===== src/design/static_linked_list_engine_defines.svh =====
// Assertion macros for the list engine RTL.
`ifndef STATIC_LINKED_LIST_ENGINE_DEFINES_SVH
`define STATIC_LINKED_LIST_ENGINE_DEFINES_SVH

// Clocked check, muted while reset is asserted.
`define SLL_ASSERT(name, prop, msg) \
  name: assert property (@(posedge clk_i) disable iff (!rst_ni) (prop)) else $error(msg);

// Clocked check that also runs during reset.
`define SLL_ASSERT_ALWAYS(name, prop, msg) \
  name: assert property (@(posedge clk_i) (prop)) else $error(msg);

`endif


===== src/design/sll_pkg.sv =====
package sll_pkg;

  // Slot array geometry.
  localparam int unsigned SLOT_COUNT = 1024;
  localparam int unsigned SLOT_W     = $clog2(SLOT_COUNT);
  localparam int unsigned CNT_MAX    = SLOT_COUNT - 2;

  // Item field widths.
  localparam int unsigned CMD_W  = 1;
  localparam int unsigned POS_W  = 10;
  localparam int unsigned VAL_W  = 32;
  localparam int unsigned STAT_W = 2;
  localparam int unsigned LEN_W  = 10;

  // Width that holds both a position and a length plus one.
  localparam int unsigned CMP_W = ((SLOT_W > POS_W) ? SLOT_W : POS_W) + 1;

  localparam logic [SLOT_W-1:0] FREE_SLOT = '0;
  localparam logic [SLOT_W-1:0] HEAD_SLOT = SLOT_W'(SLOT_COUNT - 1);

  // Operation codes.
  localparam logic [CMD_W-1:0] CMD_INSERT = 1'b0;
  localparam logic [CMD_W-1:0] CMD_DELETE = 1'b1;

  // Result status codes.
  localparam logic [STAT_W-1:0] STAT_DONE    = 2'd0;
  localparam logic [STAT_W-1:0] STAT_BAD_POS = 2'd1;
  localparam logic [STAT_W-1:0] STAT_FULL    = 2'd2;

  typedef enum logic [1:0] {
    RA_FREE,
    RA_HEAD,
    RA_NEXT
  } raddr_sel_e;

  typedef enum logic [1:0] {
    WA_FREE,
    WA_J,
    WA_K,
    WA_INIT
  } waddr_sel_e;

  typedef enum logic [1:0] {
    WD_NEXT,
    WD_J,
    WD_INIT
  } wdata_sel_e;

  // Controller to datapath.
  typedef struct packed {
    logic              init_step;
    logic              capture;
    logic              status_ld;
    logic [STAT_W-1:0] status;
    raddr_sel_e        raddr_sel;
    logic              link_we;
    waddr_sel_e        waddr_sel;
    wdata_sel_e        wdata_sel;
    logic              val_we;
    logic              walk_start;
    logic              walk_step;
    logic              j_ld;
    logic              cnt_inc;
    logic              cnt_dec;
    logic              out_ld;
  } sll_ctl_t;

  // Datapath to controller.
  typedef struct packed {
    logic is_delete;
    logic pos_bad;
    logic nx_zero;
    logic nx_head;
    logic walk_more;
    logic init_last;
    logic out_free;
  } sll_stat_t;

  // A link outside the array reads as the free-list head.
  function automatic logic [SLOT_W-1:0] sll_safe(logic [SLOT_W-1:0] s);
    logic in_range;
    in_range = ({1'b0, s} < (SLOT_W+1)'(SLOT_COUNT));
    return in_range ? s : FREE_SLOT;
  endfunction

endpackage


===== src/design/sll_ctrl.sv =====
module sll_ctrl (
  input  logic               clk_i,
  input  logic               rst_ni,
  input  logic               in_valid_i,
  output logic               in_ready_o,
  input  sll_pkg::sll_stat_t stat_i,
  output sll_pkg::sll_ctl_t  ctl_o
);
  import sll_pkg::*;

  localparam logic [3:0] ST_INIT   = 4'd0;
  localparam logic [3:0] ST_IDLE   = 4'd1;
  localparam logic [3:0] ST_CHECK  = 4'd2;
  localparam logic [3:0] ST_I_FREE = 4'd3;
  localparam logic [3:0] ST_I_POP  = 4'd4;
  localparam logic [3:0] ST_WALK   = 4'd5;
  localparam logic [3:0] ST_I_LINK = 4'd6;
  localparam logic [3:0] ST_D_UNL  = 4'd7;
  localparam logic [3:0] ST_D_FREE = 4'd8;
  localparam logic [3:0] ST_D_PUSH = 4'd9;
  localparam logic [3:0] ST_RESP   = 4'd10;

  logic [3:0] state_q, state_d;

  always_ff @(posedge clk_i or negedge rst_ni) begin
    if (!rst_ni) begin
      state_q <= ST_INIT;
    end else begin
      state_q <= state_d;
    end
  end

  assign in_ready_o = (state_q == ST_IDLE);

  always_comb begin
    state_d = state_q;
    ctl_o   = '0;
    case (state_q)
      ST_INIT: begin
        ctl_o.init_step = 1'b1;
        ctl_o.link_we   = 1'b1;
        ctl_o.waddr_sel = WA_INIT;
        ctl_o.wdata_sel = WD_INIT;
        if (stat_i.init_last) begin
          state_d = ST_IDLE;
        end
      end
      ST_IDLE: begin
        if (in_valid_i) begin
          ctl_o.capture = 1'b1;
          state_d       = ST_CHECK;
        end
      end
      ST_CHECK: begin
        if (stat_i.pos_bad) begin
          ctl_o.status_ld = 1'b1;
          ctl_o.status    = STAT_BAD_POS;
          state_d         = ST_RESP;
        end else if (stat_i.is_delete) begin
          ctl_o.walk_start = 1'b1;
          ctl_o.raddr_sel  = RA_HEAD;
          state_d          = ST_WALK;
        end else begin
          ctl_o.raddr_sel = RA_FREE;
          state_d         = ST_I_FREE;
        end
      end
      ST_I_FREE: begin
        if (stat_i.nx_zero) begin
          ctl_o.status_ld = 1'b1;
          ctl_o.status    = STAT_FULL;
          state_d         = ST_RESP;
        end else begin
          ctl_o.j_ld      = 1'b1;
          ctl_o.raddr_sel = RA_NEXT;
          state_d         = ST_I_POP;
        end
      end
      ST_I_POP: begin
        ctl_o.link_we    = 1'b1;
        ctl_o.waddr_sel  = WA_FREE;
        ctl_o.wdata_sel  = WD_NEXT;
        ctl_o.val_we     = 1'b1;
        ctl_o.walk_start = 1'b1;
        ctl_o.raddr_sel  = RA_HEAD;
        state_d          = ST_WALK;
      end
      ST_WALK: begin
        if (stat_i.walk_more) begin
          ctl_o.walk_step = 1'b1;
          ctl_o.raddr_sel = RA_NEXT;
        end else if (!stat_i.is_delete) begin
          ctl_o.link_we   = 1'b1;
          ctl_o.waddr_sel = WA_J;
          ctl_o.wdata_sel = WD_NEXT;
          state_d         = ST_I_LINK;
        end else if (stat_i.nx_zero || stat_i.nx_head) begin
          ctl_o.status_ld = 1'b1;
          ctl_o.status    = STAT_BAD_POS;
          state_d         = ST_RESP;
        end else begin
          ctl_o.j_ld      = 1'b1;
          ctl_o.raddr_sel = RA_NEXT;
          state_d         = ST_D_UNL;
        end
      end
      ST_I_LINK: begin
        ctl_o.link_we   = 1'b1;
        ctl_o.waddr_sel = WA_K;
        ctl_o.wdata_sel = WD_J;
        ctl_o.cnt_inc   = 1'b1;
        ctl_o.status_ld = 1'b1;
        ctl_o.status    = STAT_DONE;
        state_d         = ST_RESP;
      end
      ST_D_UNL: begin
        ctl_o.link_we   = 1'b1;
        ctl_o.waddr_sel = WA_K;
        ctl_o.wdata_sel = WD_NEXT;
        ctl_o.raddr_sel = RA_FREE;
        state_d         = ST_D_FREE;
      end
      ST_D_FREE: begin
        ctl_o.link_we   = 1'b1;
        ctl_o.waddr_sel = WA_J;
        ctl_o.wdata_sel = WD_NEXT;
        state_d         = ST_D_PUSH;
      end
      ST_D_PUSH: begin
        ctl_o.link_we   = 1'b1;
        ctl_o.waddr_sel = WA_FREE;
        ctl_o.wdata_sel = WD_J;
        ctl_o.cnt_dec   = 1'b1;
        ctl_o.status_ld = 1'b1;
        ctl_o.status    = STAT_DONE;
        state_d         = ST_RESP;
      end
      ST_RESP: begin
        if (stat_i.out_free) begin
          ctl_o.out_ld = 1'b1;
          state_d      = ST_IDLE;
        end
      end
      default: begin
        state_d = ST_IDLE;
      end
    endcase
  end

endmodule


===== config.mk =====
export PLATFORM = sky130hd
export DESIGN_NAME = sll_ctrl
export DESIGN_NICKNAME = d
export VERILOG_FILES = /design/src/design/static_linked_list_engine_defines.svh /design/src/design/sll_pkg.sv /design/src/design/sll_ctrl.sv
export SDC_FILE = /design/constraint.sdc
export NUM_CORES = 1
export LEC_CHECK = 0
export CAP_MARGIN = 20
export CORE_AREA = 8 8 45 47
export CTS_CLUSTER_SIZE = 30
export DETAILED_ROUTE_END_ITERATION = 8
export DIE_AREA = 0 0 53 55
export DONT_BUFFER_PORTS = 1
export GPL_ROUTABILITY_DRIVEN = 0
export HOLD_SLACK_MARGIN = 0.06
export PLACE_DENSITY = 0.67
export SLEW_MARGIN = 0
export SYNTH_ARGS = -nofsm -noshare
export SYNTH_HDL_FRONTEND = slang
export SYNTH_SLANG_ARGS = --single-unit

===== constraint.sdc =====
create_clock -name clk_i -period 1.94 [get_ports clk_i]
set_input_delay 0.388 -clock clk_i [delete_from_list [all_inputs] [get_ports clk_i]]
set_output_delay 0.388 -clock clk_i [all_outputs]
set_load 0.005 [all_outputs]

==> results.ini, run 1 <==
[timing]
tns_ns = 0
maxSlewViolCount = 0
slew_headroom_pct = 72.0
hold_viol_final = 0
post-route-period-util_pct = 97.3
setup_viol_count_final = 0
whs_ns = 0.402
period_minus_slack_ns = 1.89
max_freq_ghz = 0.530
worst_slew_pin_slew_ns = 0.416
fin_skew_ns = 0.00171

[critical_path]
worst_ep_required_time_ns = 1.55
cp.arrival_ns = 1.50
crit_path_cell_trace = and4bb_2, a32o_2, a311o_1
critPathSlowestCell = dfrtp_2
critical_path_peak_fanout = 6
rr_worst_depth = 6
cp-start-kind = register
r2r_end = state_q[1]$_DFFE_PN0P_
r2r_slack_ns = 0.37
cpPeakStageDelay_ns = 0.41
worst-setup-path-type = register to output pin
r2r_start = state_q[2]$_DFFE_PN0P_
crit_path_end_kind = output pin

[worst_hold_path]
min-delay-start = stat_i[0]
min_path_type = input pin to register
holdPathEnd = state_q[1]$_DFFE_PN0P_
hold_depth = 2

[clocking]
clk_pin_slew_ns = 0.04
insertion_delay_ns = 0.23
cts_buffer_depth = 2
htreeDepth = 1
root_buffer = clkbuf_4
cts_buffers = 3
cts_tree = done
cts_sinks = 4

[floorplan]
row_count = 14
die_area_um2 = 2920
die_w_um = 53
start_util_pct = 47.2
die_h_um = 55
io_pins = 30
core_um2 = 1380

[detailed_routing]
antenna_left = 0
vias = 723
highest_layer = met4
drt-wirelength-per-cell_um = 17.2
drtPass1Iterations = 4
wl_met2_um = 972
wirelength_met1_um = 749
wl_met3_um = 210
via_per_inst = 6.40
routed_wl_um = 1950
drt_iter0_drc = 25
drc = 0

[flow_run]
maxCapViolCount = 0

[yosys]
synth_cells = 90
ys_ff_latch = 4
syn-cell-area_um2 = 653
yosysUniqueCellTypes = 38
ys_seq_area_share_pct = 15.3
avgSynthCellArea_um2 = 7.26
syn-num-nets = 100
synth_warnings = 0

[final_layout]
largest_register_ffs = 4
regMostFlops = state_q
area_growth_pct = 14.0
fin_cells = 113
reg_top3 = state_q: 4 flops
diodes = 0
fillerInstances = 145
regArea_um2 = 103
fin_util_pct = 53.8
drive_above_1_share_pct = 25.8
fin_nets = 109
multi_input_area_um2 = 480

[power_and_ir_drop]
peakVddDrop_mv = 0.751
p_leak_uw = 0.000314
power.density_nw_per_um2 = 1650

[place]
dp_hpwl_um = 1490
dp.cells = 106
numPortBuffers = 0

[status]
status = complete, no violations

[global_route]
grt_use_total_pct = 13.4
grt_pass1_wl_um = 3020
grt-ovfl-total = 0
grt_pass1_vias = 659
antenna_found_initial = 0
grt_start_max_net_pins = 17

cells by family (layout without fill, tap and decap cells):
family,count (synthesis),after routing,synth area share (%)
mux,3,3,4.98
buf+inv,12,19,11.5
simple gates,47,47,41.2
compound gates,24,24,27.0
flops,4,4,15.3
metal layers:
layer  global-route usage (%)  up-vias
met4                     6.90        0
met1                     15.0      331
met2                     22.9       40
met3                     3.74        2
met5                        0        -
li1                         -      350
layout by cell type, fill, tap and decap left out, types with 2 or more instances in the layout:
master | Yosys | final
and2_1 | 2 | 2
o21ai_0 | 4 | 4
buf_6 | 2 | 2
mux2_1 | 2 | 2
o21a_1 | 2 | 2
nor4_1 | 5 | 5
inv_1 | 4 | 3
nor2_1 | 12 | 12
and3_1 | 3 | 3
clkbuf_4 | 0 | 3
a311o_1 | 2 | 2
a21oi_1 | 3 | 3
dfrtp_2 | 0 | 2
or2_1 | 2 | 2
buf_4 | 3 | 9
nand2_1 | 4 | 4
o21ai_1 | 3 | 3
nor3_1 | 5 | 5
a21o_1 | 2 | 2
dfrtp_1 | 4 | 2
nor2b_1 | 5 | 4
synthesized netlist by cell type:
| cell | n | area [um^2] |
|---|---|---|
| nor2_2 | 1 | 6.26 |
| nor3_2 | 1 | 10.0 |
| a32oi_1 | 1 | 8.76 |
| buf_6 | 2 | 22.5 |
| a22oi_1 | 1 | 7.51 |
| a221oi_1 | 1 | 8.76 |
| a21o_1 | 2 | 15.0 |
| nor3_1 | 5 | 25.0 |
| inv_1 | 4 | 15.0 |
| o311ai_0 | 1 | 8.76 |
| and2b_4 | 1 | 10.0 |
| buf_4 | 3 | 22.5 |
| a32o_2 | 1 | 11.3 |
| a221o_1 | 1 | 10.0 |
| dfrtp_1 | 4 | 100 |
| o21a_1 | 2 | 15.0 |
| nand3_1 | 1 | 5.00 |
| o21ai_1 | 3 | 15.0 |
| nor3b_2 | 1 | 12.5 |
| a311o_1 | 2 | 20.0 |
| and4bb_1 | 1 | 12.5 |
| a21oi_1 | 3 | 15.0 |
| or2_1 | 2 | 12.5 |
| and3_1 | 3 | 18.8 |
| a31oi_2 | 1 | 12.5 |
| nor2b_1 | 5 | 31.3 |
| o221ai_1 | 1 | 8.76 |
| nand2b_1 | 1 | 6.26 |
| nor3b_1 | 1 | 7.51 |
| o21ai_0 | 4 | 20.0 |
| buf_2 | 3 | 15.0 |
| nand2_1 | 4 | 15.0 |
| and2_1 | 2 | 12.5 |
| mux2i_1 | 1 | 10.0 |
| nand3b_1 | 1 | 7.51 |
| nor4_1 | 5 | 31.3 |
| mux2_1 | 2 | 22.5 |
| nor2_1 | 12 | 45.0 |
stage by stage:
stage	instance area [um^2]	worst slack [ns]	total power, uW
floorplan	653	0.289	896
global placement	673	0.301	1040
detailed placement	673	0.263	1050
CTS	706	0.00135	1160
global route	744	-0.00544	1350
finish	744	0.0529	1230
power breakdown:
group          leakage, uW  internal (uW)  switching [uW]  total (uW)
clock            0.0000138           69.0            30.5        99.5
sequential       0.0000484            126            45.2         172
combinational     0.000252            435             522         957
critical path, delay by kind of cell, from the launching register on:
family             cells  cell delay (ns)
and+or+nand+nor        1             0.27
AOI/OAI and AO/OA      2             0.59
DFF                    1             0.41
worst max path at each step:
stage,start,slack [ns],depth (start not counted),to
3_3_place_gp,state_q[2]$_DFFE_PN0P_,0.30,3,ctl_o[16]
6_report,state_q[3]$_DFFE_PN0P_,0.05,3,ctl_o[16]
5_1_grt,state_q[3]$_DFFE_PN0P_,-0.005,3,ctl_o[16]
2_1_floorplan,state_q[1]$_DFFE_PN0P_,0.29,4,ctl_o[16]
4_1_cts,state_q[1]$_DFFE_PN0P_,0.001,3,ctl_o[16]
3_5_place_dp,state_q[1]$_DFFE_PN0P_,0.26,3,ctl_o[16]
final cells by class:
class | instances | share of cell area [%]
Clock buffer | 3 | 3.03
Inverter | 4 | 2.52
Multi-Input combinational cell | 74 | 64.5
Sequential cell | 4 | 13.8
Tap cell | 16 | 2.69
Timing Repair Buffer | 12 | 13.4
what timing repair did:
item	in CTS	in global routing
hold buffers	1	0
setup endpoints to repair	0	6
buffers inserted	0	3
resized for setup	0	7
endpoints found under the hold margin	4	0
No activity file was read; power rests on OpenSTA's default activity.
==> run 2: changes to the inputs <==
CTS_BUF_LIST = sky130_fd_sc_hd__clkbuf_2   (was unset)
==> results.ini, run 2 (same netlist as run 1, synthesis figures left out) <==
[global_route]
grt_pass1_wl_um = 3020  ; unchanged
grt_start_max_net_pins = 17  ; unchanged
grt-ovfl-total = 0  ; unchanged
grt_use_total_pct = 13.4  ; unchanged
grt_pass1_vias = 659  ; unchanged
antenna_found_initial = 0  ; unchanged

[timing]
setup_viol_count_final = 0  ; unchanged
maxSlewViolCount = 0  ; unchanged
rsz0062_at_grt = no
period_minus_slack_ns = 1.88  ; -0.0103 ns
tns_ns = 0  ; unchanged
max_freq_ghz = 0.533  ; +0.55%
fin_skew_ns = 0.00371  ; +0.00200 ns
hold_viol_final = 0  ; unchanged
worst_slew_pin_slew_ns = 0.430  ; +0.0144 ns
slew_headroom_pct = 71.1  ; -0.97 points
post-route-period-util_pct = 96.7  ; -0.53 points

[critical_path]
crit_path_cell_trace = and4bb_2, a32o_2, a311o_1
worst-setup-path-type = register to output pin
worst_ep_required_time_ns = 1.55  ; about the same
critPathCapture = ctl_o[16]
crit_path_end_kind = output pin
cp-startpoint = state_q[1]$_DFFE_PN0P_
r2r_start = state_q[1]$_DFFE_PN0P_
cp.arrival_ns = 1.49  ; about the same
critPathSlowestCell = dfrtp_2
cp-start-kind = register
cpPeakStageDelay_ns = 0.41  ; about the same
rr_worst_depth = 5  ; -1
r2r_slack_ns = 0.40  ; +0.03 ns
r2r_end = state_q[2]$_DFFE_PN0P_
critical_path_peak_fanout = 7  ; +1

[place]
placed_area_um2 = 673  ; unchanged
dp_hpwl_um = 1490  ; unchanged
numPortBuffers = 0  ; unchanged

[detailed_routing]
drt-wirelength-per-cell_um = 17.4  ; +0.88%
drc = 0  ; unchanged
drtPass1Iterations = 4  ; unchanged
routed_wl_um = 1910  ; -1.8%
via_per_inst = 6.45  ; +0.74%
vias = 709  ; -1.9%
drt_iter0_drc = 18  ; -28%
antenna_left = 0  ; unchanged

[clocking]
cts_buffer_depth = 2  ; unchanged
insertion_delay_ns = 0.20  ; -0.03 ns
clk_pin_slew_ns = 0.04  ; about the same
post_cts_buffers = 0  ; unchanged
cts_sinks = 4  ; unchanged
htreeDepth = 1  ; unchanged
root_buffer = clkbuf_2
cts_buffers = 3  ; unchanged
cts_tree = done

[final_layout]
drive_above_1_share_pct = 23.4  ; -2.4 points
fillerInstances = 143  ; -1.4%
fin_nets = 106  ; -2.8%
regMostFlops = state_q
layout_common_cells = 12 x nor2_1, 7 x buf_4, 5 x nor3_1, 5 x nor4_1
largest_register_ffs = 4  ; unchanged
layout_commonest_cell = nor2_1
reg_top3 = state_q: 4 flops
multi_input_area_um2 = 480  ; unchanged
regArea_um2 = 103  ; unchanged
fin_util_pct = 51.4  ; -2.4 points
area_growth_pct = 8.81
diodes = 0  ; unchanged
final_cell_area_um2 = 711  ; -4.5%

[power_and_ir_drop]
p_leak_uw = 0.000296  ; -5.8%
peakVddDrop_mv = 0.687  ; -8.5%
power.density_nw_per_um2 = 1620  ; -2.0%

[floorplan]
die_area_um2 = 2920  ; unchanged
core_um2 = 1380  ; unchanged
start_util_pct = 47.2  ; unchanged
die_h_um = 55  ; unchanged
die_w_um = 53  ; unchanged
row_count = 14  ; unchanged
io_pins = 30  ; unchanged

[worst_hold_path]
min_path_type = input pin to register

[status]
status = complete, no violations

[flow_run]
maxCapViolCount = 0  ; unchanged

-- run 2: worst max-delay path: cells and delay by family, from the launching register on --
family           cells  cell delay [ns]
AO/OA/AOI/OAI        2             0.59
AND/OR/NAND/NOR      1             0.29
flip-flops           1             0.41
-- run 2: worst min-delay path by stage --
| stage | cells after the start | startpoint | slack [ns] | to |
|---|---|---|---|---|
| floorplan | 0 | rst_ni | 0.09 | state_q[0]$_DFFE_PN0P_ |
| global placement | 0 | rst_ni | 0.09 | state_q[0]$_DFFE_PN0P_ |
| detailed placement | 0 | rst_ni | 0.09 | state_q[0]$_DFFE_PN0P_ |
| CTS | 2 | stat_i[0] | 0.42 | state_q[1]$_DFFE_PN0P_ |
| global route | 2 | stat_i[0] | 0.41 | state_q[3]$_DFFE_PN0P_ |
| finish | 2 | stat_i[0] | 0.43 | state_q[1]$_DFFE_PN0P_ |
-- run 2: metal layers --
metal	GRT usage, %	up-vias	share of wire, %
met5	0	-	0
met4	6.90	0	0.73
met3	3.74	2	8.9
met2	22.9	29	49
met1	15.0	333	41
li1	-	345	-
-- run 2: layout make-up --
class                   count  share of cell area (%)
repair buffers              9                    10.4
flip-flops and latches      4                    14.4
inverters                   4                    2.64
clock buffers               3                    2.11
well taps                  16                    2.82
multi-input cells          74                    67.6
-- run 2: stage by stage --
| step | hold WS [ns] | total power [uW] | setup WS (ns) | cells |
|---|---|---|---|---|
| 5_1_grt | 0.409 | 1270 | 0.00338 | 110 |
| 6_report | 0.432 | 1150 | 0.0631 | 110 |
| 2_1_floorplan | 0.0924 | 896 | 0.289 | 90 |
| 3_5_place_dp | 0.0925 | 1050 | 0.263 | 106 |
| 4_1_cts | 0.416 | 1130 | 0.0224 | 110 |
| 3_3_place_gp | 0.0925 | 1040 | 0.301 | 106 |
-- run 2: repair_timing --
item,CTS,global route
endpoints found under the setup margin,0,4
resized for setup,0,6
hold buffers,1,0
hold endpoints to repair,4,0
-- run 2: power breakdown --
group | switching [uW] | total, uW | internal [uW]
sequential | 51.6 | 178 | 126
combinational | 504 | 898 | 394
clock | 31.1 | 72.6 | 41.6
total | 587 | 1150 | 562
